--- src/design/msld_pkg.sv ---
`timescale 1ns / 1ps
// ----------------------------------------------------------------------------
// msld_pkg
// Shared types and constants for the slew-limited motor drive.
// ----------------------------------------------------------------------------
package msld_pkg;

    // configuration register indexes
    localparam logic [1:0] REG_RAMP_RATE  = 2'd0;
    localparam logic [1:0] REG_RAMP_EN    = 2'd1;
    localparam logic [1:0] REG_DRIVE_MODE = 2'd2;
    localparam logic [1:0] REG_PWM_FS     = 2'd3;

    // drive modes; the unused code behaves as direction plus pwm
    localparam logic [1:0] MODE_EN_PWM    = 2'd0;
    localparam logic [1:0] MODE_DUAL_PWM  = 2'd1;
    localparam logic [1:0] MODE_DIR_PWM   = 2'd2;

    // power scale, Q2.14
    localparam logic signed [15:0] POWER_ONE     = 16'sd16384;
    localparam logic signed [15:0] POWER_NEG_ONE = -16'sd16384;

    // slowest allowed slew, 0.01 of full scale per second
    localparam logic [23:0] RATE_FLOOR = 24'd164;

    // floor(x / 1000) = (x * RECIP_1000) >> RECIP_SHIFT, exact for x < 2^25
    localparam int          RECIP_SHIFT = 35;
    localparam logic [25:0] RECIP_1000  = 26'd34359739;

    // pin values for one word
    typedef struct packed {
        logic [15:0] forward_out;
        logic [15:0] backward_out;
        logic [15:0] enable_out;
    } t_pins;

endpackage

--- src/design/msld_pins.sv ---
`timescale 1ns / 1ps
// ----------------------------------------------------------------------------
// msld_pins
// Maps an applied power to H-bridge pin values for the selected drive mode.
// ----------------------------------------------------------------------------
module msld_pins (
    input  logic signed [15:0] i_power,
    input  logic [1:0]         i_mode,
    input  logic [15:0]        i_full_scale,
    output msld_pkg::t_pins    o_pins
);
    import msld_pkg::*;

    logic [15:0] w_abs;
    logic [14:0] w_mag;
    logic [30:0] w_prod;
    logic [15:0] w_duty;
    logic        w_pos;
    logic        w_zero;

    // duty = floor(|power| * full_scale / 16384)
    assign w_abs  = i_power[15] ? (16'd0 - i_power) : i_power;
    assign w_mag  = w_abs[14:0];
    assign w_prod = {16'd0, w_mag} * {15'd0, i_full_scale};
    assign w_duty = w_prod[29:14];
    assign w_pos  = !i_power[15] && (i_power != 16'sd0);
    assign w_zero = (i_power == 16'sd0);

    // pin selection per mode
    always_comb begin
        o_pins = '0;
        if (!w_zero) begin
            case (i_mode)
                MODE_EN_PWM: begin
                    o_pins.forward_out  = {15'd0, w_pos};
                    o_pins.backward_out = {15'd0, !w_pos};
                    o_pins.enable_out   = w_duty;
                end
                MODE_DUAL_PWM: begin
                    o_pins.forward_out  = w_pos ? w_duty : 16'd0;
                    o_pins.backward_out = w_pos ? 16'd0 : w_duty;
                end
                default: begin
                    o_pins.forward_out  = {15'd0, w_pos};
                    o_pins.backward_out = w_duty;
                end
            endcase
        end
    end

endmodule

--- src/design/motor_slew_limited_drive_top.sv ---
`timescale 1ns / 1ps
// ----------------------------------------------------------------------------
// motor_slew_limited_drive_top
// Slew-limited power command to H-bridge pin values.
// ----------------------------------------------------------------------------
// Takes one word per clock and passes it through the five-stage pipeline
// (time delta, rate multiply, divide by 1000 through a reciprocal multiply,
// power update, pin mapping into the output register); throughput is one
// word per cycle. The whole pipeline holds only while a finished result
// waits at the output. The first word after reset, or after ramping is
// turned off, with ramping on records its time and gives no result. The user
// must write configuration between bursts; the block does not enforce it.
// ----------------------------------------------------------------------------
module motor_slew_limited_drive_top (
    input  logic        i_clk,
    input  logic        i_rst_n,
    // slave stream: [15:0] target_power, [47:16] now_ms
    input  logic        i_s_axis_tvalid,
    output logic        o_s_axis_tready,
    input  logic [47:0] i_s_axis_tdata,
    // master stream: [15:0] forward_out, [31:16] backward_out,
    // [47:32] enable_out, [63:48] applied_power
    output logic        o_m_axis_tvalid,
    input  logic        i_m_axis_tready,
    output logic [63:0] o_m_axis_tdata,
    // configuration writes
    input  logic        i_cfg_we,
    input  logic [1:0]  i_cfg_addr,
    input  logic [23:0] i_cfg_wdata
);
    import msld_pkg::*;

    // configuration registers
    logic [23:0] r_ramp_rate;
    logic        r_ramp_en;
    logic [1:0]  r_drive_mode;
    logic [15:0] r_pwm_fs;

    // timing state
    logic [31:0] r_last_time;
    logic        r_time_valid;

    // pipeline registers
    logic               r_a_valid;
    logic signed [15:0] r_a_target;
    logic [17:0]        r_a_elapsed;
    logic               r_a_sat;
    logic               r_b_valid;
    logic signed [15:0] r_b_target;
    logic [24:0]        r_b_prod;
    logic               r_b_sat;
    logic               r_c_valid;
    logic signed [15:0] r_c_target;
    logic [15:0]        r_c_step;
    logic               r_c_sat;
    logic               r_d_valid;
    logic signed [15:0] r_cur_power;
    logic               r_o_valid;
    logic [63:0]        r_o_data;

    logic               w_adv;
    logic               w_accept;
    logic signed [15:0] w_in_target;
    logic [31:0]        w_in_now;
    logic signed [15:0] w_clamped;
    logic [31:0]        w_elapsed;
    logic [23:0]        w_rate_eff;
    logic [41:0]        w_rate_prod;
    logic [50:0]        w_recip_prod;
    logic signed [16:0] w_diff;
    logic [16:0]        w_dist;
    logic signed [16:0] w_moved;
    logic signed [15:0] n_cur_power;
    t_pins              w_pins;

    assign w_adv           = !r_o_valid || i_m_axis_tready;
    assign o_s_axis_tready = w_adv;
    assign w_accept        = i_s_axis_tvalid && w_adv;
    assign w_in_target     = i_s_axis_tdata[15:0];
    assign w_in_now        = i_s_axis_tdata[47:16];

    // configuration writes
    always_ff @(posedge i_clk) begin
        if (!i_rst_n) begin
            r_ramp_rate  <= 24'd16384;
            r_ramp_en    <= 1'b0;
            r_drive_mode <= MODE_EN_PWM;
            r_pwm_fs     <= 16'd1023;
        end else if (i_cfg_we) begin
            case (i_cfg_addr)
                REG_RAMP_RATE:  r_ramp_rate  <= i_cfg_wdata;
                REG_RAMP_EN:    r_ramp_en    <= i_cfg_wdata[0];
                REG_DRIVE_MODE: r_drive_mode <= i_cfg_wdata[1:0];
                REG_PWM_FS:     r_pwm_fs     <= i_cfg_wdata[15:0];
                default: ;
            endcase
        end
    end

    // timestamp bookkeeping; turning ramping off forgets the last time
    always_ff @(posedge i_clk) begin
        if (!i_rst_n) begin
            r_last_time  <= 32'd0;
            r_time_valid <= 1'b0;
        end else if (i_cfg_we && (i_cfg_addr == REG_RAMP_EN) && !i_cfg_wdata[0]) begin
            r_last_time  <= 32'd0;
            r_time_valid <= 1'b0;
        end else if (w_accept) begin
            r_last_time  <= w_in_now;
            r_time_valid <= 1'b1;
        end
    end

    // stage a: clamp target, elapsed time; long gaps saturate the step
    assign w_clamped = (w_in_target > POWER_ONE)     ? POWER_ONE :
                       (w_in_target < POWER_NEG_ONE) ? POWER_NEG_ONE : w_in_target;
    assign w_elapsed = w_in_now - r_last_time;

    // stage b: rate times elapsed ms
    assign w_rate_eff  = (r_ramp_rate < RATE_FLOOR) ? RATE_FLOOR : r_ramp_rate;
    assign w_rate_prod = {18'd0, w_rate_eff} * {24'd0, r_a_elapsed};

    // stage c: divide by 1000 through the reciprocal
    assign w_recip_prod = {26'd0, r_b_prod} * {25'd0, RECIP_1000};

    // stage d: move the applied power toward the target
    assign w_diff  = {r_c_target[15], r_c_target} - {r_cur_power[15], r_cur_power};
    assign w_dist  = w_diff[16] ? (17'd0 - w_diff) : w_diff;
    assign w_moved = w_diff[16] ? ({r_cur_power[15], r_cur_power} - {1'b0, r_c_step})
                                : ({r_cur_power[15], r_cur_power} + {1'b0, r_c_step});

    always_comb begin
        if (!r_ramp_en || r_c_sat || (w_dist <= {1'b0, r_c_step})) begin
            n_cur_power = r_c_target;
        end else begin
            n_cur_power = w_moved[15:0];
        end
    end

    // pipeline valid bits and power state
    always_ff @(posedge i_clk) begin
        if (!i_rst_n) begin
            r_a_valid   <= 1'b0;
            r_b_valid   <= 1'b0;
            r_c_valid   <= 1'b0;
            r_d_valid   <= 1'b0;
            r_o_valid   <= 1'b0;
            r_cur_power <= 16'sd0;
        end else if (w_adv) begin
            r_a_valid <= w_accept && (r_time_valid || !r_ramp_en);
            r_b_valid <= r_a_valid;
            r_c_valid <= r_b_valid;
            r_d_valid <= r_c_valid;
            r_o_valid <= r_d_valid;
            if (r_c_valid) begin
                r_cur_power <= n_cur_power;
            end
        end
    end

    // pipeline payload
    always_ff @(posedge i_clk) begin
        if (w_adv) begin
            r_a_target  <= w_clamped;
            r_a_elapsed <= w_elapsed[17:0];
            r_a_sat     <= |w_elapsed[31:18];
            r_b_target  <= r_a_target;
            r_b_prod    <= w_rate_prod[24:0];
            r_b_sat     <= r_a_sat || (|w_rate_prod[41:25]);
            r_c_target  <= r_b_target;
            r_c_step    <= w_recip_prod[50:RECIP_SHIFT];
            r_c_sat     <= r_b_sat;
            r_o_data    <= {r_cur_power, w_pins.enable_out, w_pins.backward_out,
                            w_pins.forward_out};
        end
    end

    // stage e: pin mapping into the output register
    msld_pins u_pins (
        .i_power      (r_cur_power),
        .i_mode       (r_drive_mode),
        .i_full_scale (r_pwm_fs),
        .o_pins       (w_pins)
    );

    assign o_m_axis_tvalid = r_o_valid;
    assign o_m_axis_tdata  = r_o_data;

    // applied power never leaves plus or minus one
    a_power_range: assert property (@(posedge i_clk) disable iff (!i_rst_n)
        (r_cur_power <= POWER_ONE) && (r_cur_power >= POWER_NEG_ONE))
        else $error("applied power out of range");

    // enable pin is only driven in enable-pin mode
    a_enable_mode: assert property (@(posedge i_clk) disable iff (!i_rst_n)
        (r_o_valid && (r_drive_mode != MODE_EN_PWM)) |-> (r_o_data[47:32] == 16'd0))
        else $error("enable pin driven outside enable-pin mode");

    // the time flag only drops when ramping is switched off
    a_time_flag: assert property (@(posedge i_clk) disable iff (!i_rst_n)
        $fell(r_time_valid) |->
            (!$past(i_rst_n) || $past(i_cfg_we && (i_cfg_addr == REG_RAMP_EN))))
        else $error("time flag cleared without a ramp-enable write");

    // without ramping the power follows the target straight away
    a_no_ramp_jump: assert property (@(posedge i_clk) disable iff (!i_rst_n)
        (r_c_valid && w_adv && !r_ramp_en) |=> (r_cur_power == $past(r_c_target)))
        else $error("power did not jump with ramping off");

endmodule

--- config.mk ---
export PLATFORM = sky130hd
export DESIGN_NAME = motor_slew_limited_drive_top
export DESIGN_NICKNAME = d
export VERILOG_FILES = /design/src/design/msld_pkg.sv /design/src/design/msld_pins.sv /design/src/design/motor_slew_limited_drive_top.sv
export SDC_FILE = /design/constraint.sdc
export NUM_CORES = 2
export LEC_CHECK = 0
export ABC_AREA = 1
export BUFFER_PORTS_ARGS = -buffer_cell sky130_fd_sc_hd__buf_2
export CAP_MARGIN = 5
export CELL_PAD_IN_SITES_DETAIL_PLACEMENT = 1
export CELL_PAD_IN_SITES_GLOBAL_PLACEMENT = 2
export CORE_ASPECT_RATIO = 0.8
export CORE_UTILIZATION = 35
export DETAILED_ROUTE_END_ITERATION = 10
export PLACE_DENSITY_LB_ADDON = 0.1
export SYNTH_ARGS = -nofsm -noshare
export SYNTH_HDL_FRONTEND = slang
export SYNTH_SLANG_ARGS = --single-unit
--- constraint.sdc ---
create_clock -name i_clk -period 11.5 [get_ports i_clk]
set_input_delay 0 -clock i_clk [delete_from_list [all_inputs] [get_ports i_clk]]
set_output_delay 0 -clock i_clk [all_outputs]
set_load 0.01 [all_outputs]
[After elaboration in Yosys (flattened, before gate mapping)]
Index checks and enable logic that the tools add are counted.
Operators by class
  div/mod/pow operators: 0
  equal/unequal tests: 4
  $lt $le $gt $ge: 4
  multiplexer cells: 9
  add/subtract/negate cells: 6
  shifts and indexed selects: 0
  reduce and logical (&&, ||, !) cells: 29
  bitwise operators: 2
  multipliers: 3
Operators with widths (number)
  16-bit 2-to-1 mux: 5
  32-bit case mux with 2 select lines: 1
  25-bit by 26-bit multiplier with 51-bit output, second input constant: 1
  24-bit by 18-bit multiplier with 42-bit output: 1
  32-bit subtractor: 1
  15-bit by 16-bit multiplier with 30-bit output: 1
  24-bit by 8-bit < comparator with 1-bit output, second input constant: 1
  24-bit 2-to-1 mux: 1
  17-bit by 16-bit less-or-equal comparator with 1-bit output: 1
  17-bit 2-to-1 mux: 1
  17-bit OR reduction: 1
  1-bit by 17-bit subtractor with 17-bit output, first input constant: 1
  16-bit by 16-bit subtractor with 17-bit output: 1
  16-bit adder: 1
  16-bit > comparator, second input constant: 1
  16-bit logical NOT: 1
  16-bit by 15-bit < comparator with 1-bit output, second input constant: 1
  16-bit nonzero test: 1
  16-bit subtractor: 1
  15-bit 2-to-1 mux: 1
  1-bit by 15-bit subtractor with 15-bit output, first input constant: 1
  14-bit OR reduction: 1
  2-bit AND reduction: 5
  2-bit OR reduction: 3
  7 further kinds: 23
Word-level totals
  output and inout bits: 66
  memories: 0
  latch bits: 0
  RAM bits: 0
  input bits: 79
  logic and storage cells: 82
  ROM bits: 0
  flip-flop bits (word level): 271

[Logic depth before layout (Yosys ltp)]
  depth after elaboration: 6
  mapped depth: 37
  gate-level depth less buffers: 35

[Hierarchy]
A second synthesis with hierarchy kept.
Second synthesis, totals
  cells, all modules: 5974
  area total of the unflattened synthesis: 47484.3 um2
Modules (own cells, without submodules)
  motor_slew_limited_drive_top: seq. area each 7166.9 um2, area each 38710.9 um2, times used 1, cells an instance 4736
  msld_pins: seq. area each 0.0 um2, area each 8773.4 um2, times used 1, cells an instance 1238

[Least setup slack after synthesis]
No wires, ideal clock.
  kind: register -> register
  start point: register r_cur_power[0]
  end point: register r_o_data[27] (netlist: o_m_axis_tdata[27]) (data pin)
  arrival time: 6.612 ns
  cell stages (with the launch flop): 30
  required time: 11.234 ns
  path buffers: 3
  slack: 4.622 ns
  setup time: 0.266 ns
  clock period less this slack: 6.878 ns
  path through: dfxtp_1 > clkbuf_1 > clkbuf_1 > inv_1 > ha_1 > nand3_1 > nor3_1 > inv_1 > nor2_1 > nor2_1 > xor2_1 > clkbuf_1 > nand2_1 > fa_1 > fa_1 > inv_1 > fa_1 > inv_1 > fa_1 > inv_1 > fa_1 > fa_1 > ha_1 > a21oi_1 > o21a_1 > o21ai_0 > a221oi_1 > nand2_1 > xnor2_1 > nor2_1
Between the ends
  word-level cells in the longest chain between the ends: 5
  elaborated cells between the ends (all ways): 8
  those cells by class: add/sub: 1; mul: 1; mux: 3; reduce/logical: 3
Ends and longest elaborated chain
  from (decl): line motor_slew_limited_drive_top.sv:57  | logic signed [15:0] r_cur_power;
  from (signal assigned): line motor_slew_limited_drive_top.sv:156  | r_cur_power <= n_cur_power;
  1-bit by 15-bit subtractor with 15-bit output: line msld_pins.sv:22  | assign w_abs = i_power[15] ? (16'd0 - i_power) : i_power;
  15-bit 2-to-1 mux: line msld_pins.sv:22
  15-bit by 16-bit multiplier with 30-bit output: line msld_pins.sv:24  | assign w_prod = {16'd0, w_mag} * {15'd0, i_full_scale};
  16-bit 2-to-1 mux: line msld_pins.sv:41  | o_pins.backward_out = w_pos ? 16'd0 : w_duty;
  32-bit case mux with 2 select lines: line msld_pins.sv:33  | case (i_mode)
  to (signal assigned): line motor_slew_limited_drive_top.sv:173  | r_o_data <= {r_cur_power, w_pins.enable_out, w_pins.backward_out,
  to (decl): line motor_slew_limited_drive_top.sv:59  | logic [63:0] r_o_data;
Parallel ways exist; a longest one is shown, timed or not.
A chain may end at the register's enable or synchronous reset.

[Final worst setup path]
  start point: register r_ramp_rate[8]
  end point: register r_b_sat (data pin)
Between the ends
  word-level cells in the longest chain between the ends: 5
Ends and longest elaborated chain
  from (decl): line motor_slew_limited_drive_top.sv:34  | logic [23:0] r_ramp_rate;
  from (signal assigned): line motor_slew_limited_drive_top.sv:91  | REG_RAMP_RATE: r_ramp_rate <= i_cfg_wdata;
  24-bit by 8-bit < comparator with 1-bit output: line motor_slew_limited_drive_top.sv:120  | assign w_rate_eff = (r_ramp_rate < RATE_FLOOR) ? RATE_FLOOR : r_ramp_rate;
  24-bit 2-to-1 mux *: line motor_slew_limited_drive_top.sv:120
  24-bit by 18-bit multiplier with 42-bit output *: line motor_slew_limited_drive_top.sv:121  | assign w_rate_prod = {18'd0, w_rate_eff} * {24'd0, r_a_elapsed};
  17-bit OR reduction *: line motor_slew_limited_drive_top.sv:169  | r_b_sat <= r_a_sat || (|w_rate_prod[41:25]);
  1-bit logical OR *: line motor_slew_limited_drive_top.sv:169
  to (signal assigned): line motor_slew_limited_drive_top.sv:169
  to (decl): line motor_slew_limited_drive_top.sv:51  | logic r_b_sat;
Every way passes the cells marked *; elsewhere a longest branch is shown, timed or not.

==> results.sh <==
export IMPL_antenna_found_initial=2
export IMPL_fin_crit_sh=0.701
export IMPL_area_growth_pct=10.5
export IMPL_cts_tree="done"
export IMPL_clk_latency_ns=0.60
export IMPL_ys_ff_latch=271
export IMPL_pin_count=145
export IMPL_finalNetCount=7254
export IMPL_tightest_slew_ns=1.06
export IMPL_cts_made_buffers=37
export IMPL_die_area_mm2=0.134
export IMPL_timing_setup_tns_ns=0
export IMPL_clockRootBuffer="clkbuf_16"
export IMPL_ys_flop_type="edfxtp_1"
export IMPL_rsz0062_at_grt="false"
export IMPL_critPathLaunchType="flop"
export IMPL_clk_pin_slew_ns=0.06
export IMPL_synth_most_common_cell="inv_1"
export IMPL_dieHeight_um=328
export IMPL_synth_area_mm2=0.0464
export IMPL_critPathMaxStageDelay_ns=0.52
export IMPL_syn_inst=5723
export IMPL_synthTopCellsByCount="inv_1, nand2_1, fa_1, ha_1, nor2_1"
export IMPL_viasPerCell=4.84
export IMPL_worstPathArrival_ns=8.40
export IMPL_synth_area_leaders="fa_1, ha_1, inv_1"
export IMPL_initial_utilization=0.353
export IMPL_htree_levels=2
export IMPL_clockBufferDepth=3
export IMPL_run_status="complete, no violations"
export IMPL_cp_required_ns=11.84
export IMPL_ys_seq_area_frac=0.154
export IMPL_wl_per_cell_um=20.8
export IMPL_syn_nets=7073
export IMPL_core_area_mm2=0.132
export IMPL_yosysTopAreaCellShare=0.318
export IMPL_port_buffers=144
export IMPL_synth_edf_count=174
export IMPL_max_freq_mhz=124
export IMPL_track_usage=0.244
export IMPL_synth_top_cell_by_area="fa_1"
export IMPL_worstPathMaxFanout=20
export IMPL_overflow=0
export IMPL_grt_pass1_wl_um=249000
export IMPL_place_hpwl_um=135000
export IMPL_drtPass1Iterations=5
export IMPL_syn_avg_cell_area_um2=8.12
export IMPL_skew_ns=0.0200
export IMPL_place_gp_congestion=0.893
export IMPL_path_common_cell="nand2_1"
export IMPL_drc=0
export IMPL_post_cts_buffers=0
export IMPL_final_layout_size_suffix_gt1_frac=0.0509
export IMPL_die_width_um=409
export IMPL_cts_sinks=271
export IMPL_whs_ns=0.172
export IMPL_setup_viol=0
export IMPL_hold_path_class="in2reg"
export IMPL_dpl_cell_count=7535
export IMPL_synth_warnings=0
export IMPL_drt_iter0_drc=1991
export IMPL_final_cells=7688
export IMPL_criticalPathCategory="reg2reg"
export IMPL_drt_antenna_violating_nets=0
export IMPL_slew_headroom=0.291
export IMPL_routed_wl_um=160000
export IMPL_via_count=37200
export IMPL_max_cap_violations=0
export IMPL_grt_max_degree=88
export IMPL_final_hold_viol_count=0
export IMPL_grt_pass1_vias=41100
export IMPL_end_kind="flop"
export IMPL_slew_viol_final=0
export IMPL_ys_types=50
export IMPL_synthArstFlopShare=0
export IMPL_rows=119
export IMPL_fin_crit_ns=8.06
export IMPL_critPathSlowestCell="fa_1"
worst paths after layout:
check | startpoint | slack [ns] | to | cells after the start
min | i_s_axis_tdata[15] | 0.17 | r_a_target[15] | 2
max reg2reg | r_ramp_rate[8] | 3.44 | r_b_sat | 33
min reg2reg | r_a_target[3] | 0.41 | r_b_target[3] | 0
max | r_ramp_rate[8] | 3.44 | r_b_sat | 33
cell usage in the layout, fill, tap and decap left out, types with 22 or more instances in the layout:
cell,synthesis,layout
a31oi_1,22,22
nand4_1,48,48
o21ai_0,195,195
ha_1,534,534
nor3_1,32,31
dfxtp_1,97,97
nand3_1,132,132
inv_1,1435,1434
clkbuf_16,0,37
dlygate4sd3_1,0,84
edfxtp_1,174,174
buf_4,0,56
buf_2,7,144
xnor2_1,37,37
xor2_1,101,101
a21oi_1,240,240
fa_1,737,737
nor2_1,514,514
nand2_1,1137,1137
cell type report:
cell class,instances,area (µm²)
antenna,2,5.00
clock buffer,42,965
clock inverter,25,250
fill,15900,80300
inverter,1446,5440
multi-input combinational,3864,33300
sequential,271,7170
tap,1754,2190
timing repair buffer,284,1980
cells by family after synthesis:
| group | share of synthesized area |
|---|---|
| simple gates | 0.167 |
| buf+inv | 0.129 |
| fa+ha+maj | 0.462 |
| compound gates | 0.0624 |
| flops | 0.154 |
| xor+xnor | 0.0264 |
state kept, by name (all words and copies together), names as in the netlist:
| name | flops |
|---|---|
| r_b_target | 16 |
| r_a_target | 16 |
| r_a_sat | 1 |
| r_c_sat | 1 |
| r_drive_mode | 2 |
| r_c_step | 16 |
| r_time_valid | 1 |
| r_a_elapsed | 18 |
| r_c_target | 16 |
| r_b_valid | 1 |
| r_last_time | 32 |
| r_b_sat | 1 |
| r_d_valid | 1 |
| r_ramp_en | 1 |
| o_m_axis_tdata | 64 |
| r_a_valid | 1 |
| o_m_axis_tvalid | 1 |
| r_b_prod | 25 |
| r_pwm_fs | 16 |
| r_ramp_rate | 24 |
| r_c_valid | 1 |
| r_cur_power | 16 |
per-stage QoR:
step                      setup slack [ns]  instance area, µm²   util
after floorplan                       4.62               46400      -
after global placement                3.44               49200  0.374
after detailed placement              3.42               49200  0.374
after CTS                             3.40               51300  0.390
after global routing                  2.87               51300  0.390
final                                 3.44               51300  0.390
timing repair:
item | CTS | global route
hold buffers | 84 | 0
resized for setup | 0 | 0
endpoints found under the hold margin | 109 | 0
layer usage:
layer | vias to the layer above | share of wire | track usage
met2 | 616 | 0.45 | 0.392
li1 | 17700 | - | -
met3 | 162 | 0.041 | 0.0342
met1 | 18800 | 0.48 | 0.345
met4 | 0 | 0.021 | 0.0552
met5 | - | 0 | 0
critical path, delay by kind of cell, from the launching register on:
kind,cells,cell delay (ns)
flip-flops,1,0.30
buffers and inverters,7,0.99
AO/OA/AOI/OAI,2,0.42
AND/OR/NAND/NOR,17,2.78
adder cells (fa/ha/maj),7,3.33
Power is not shown: default switching activity piles up to over one toggle a cycle in this logic, so the estimate is an artifact.
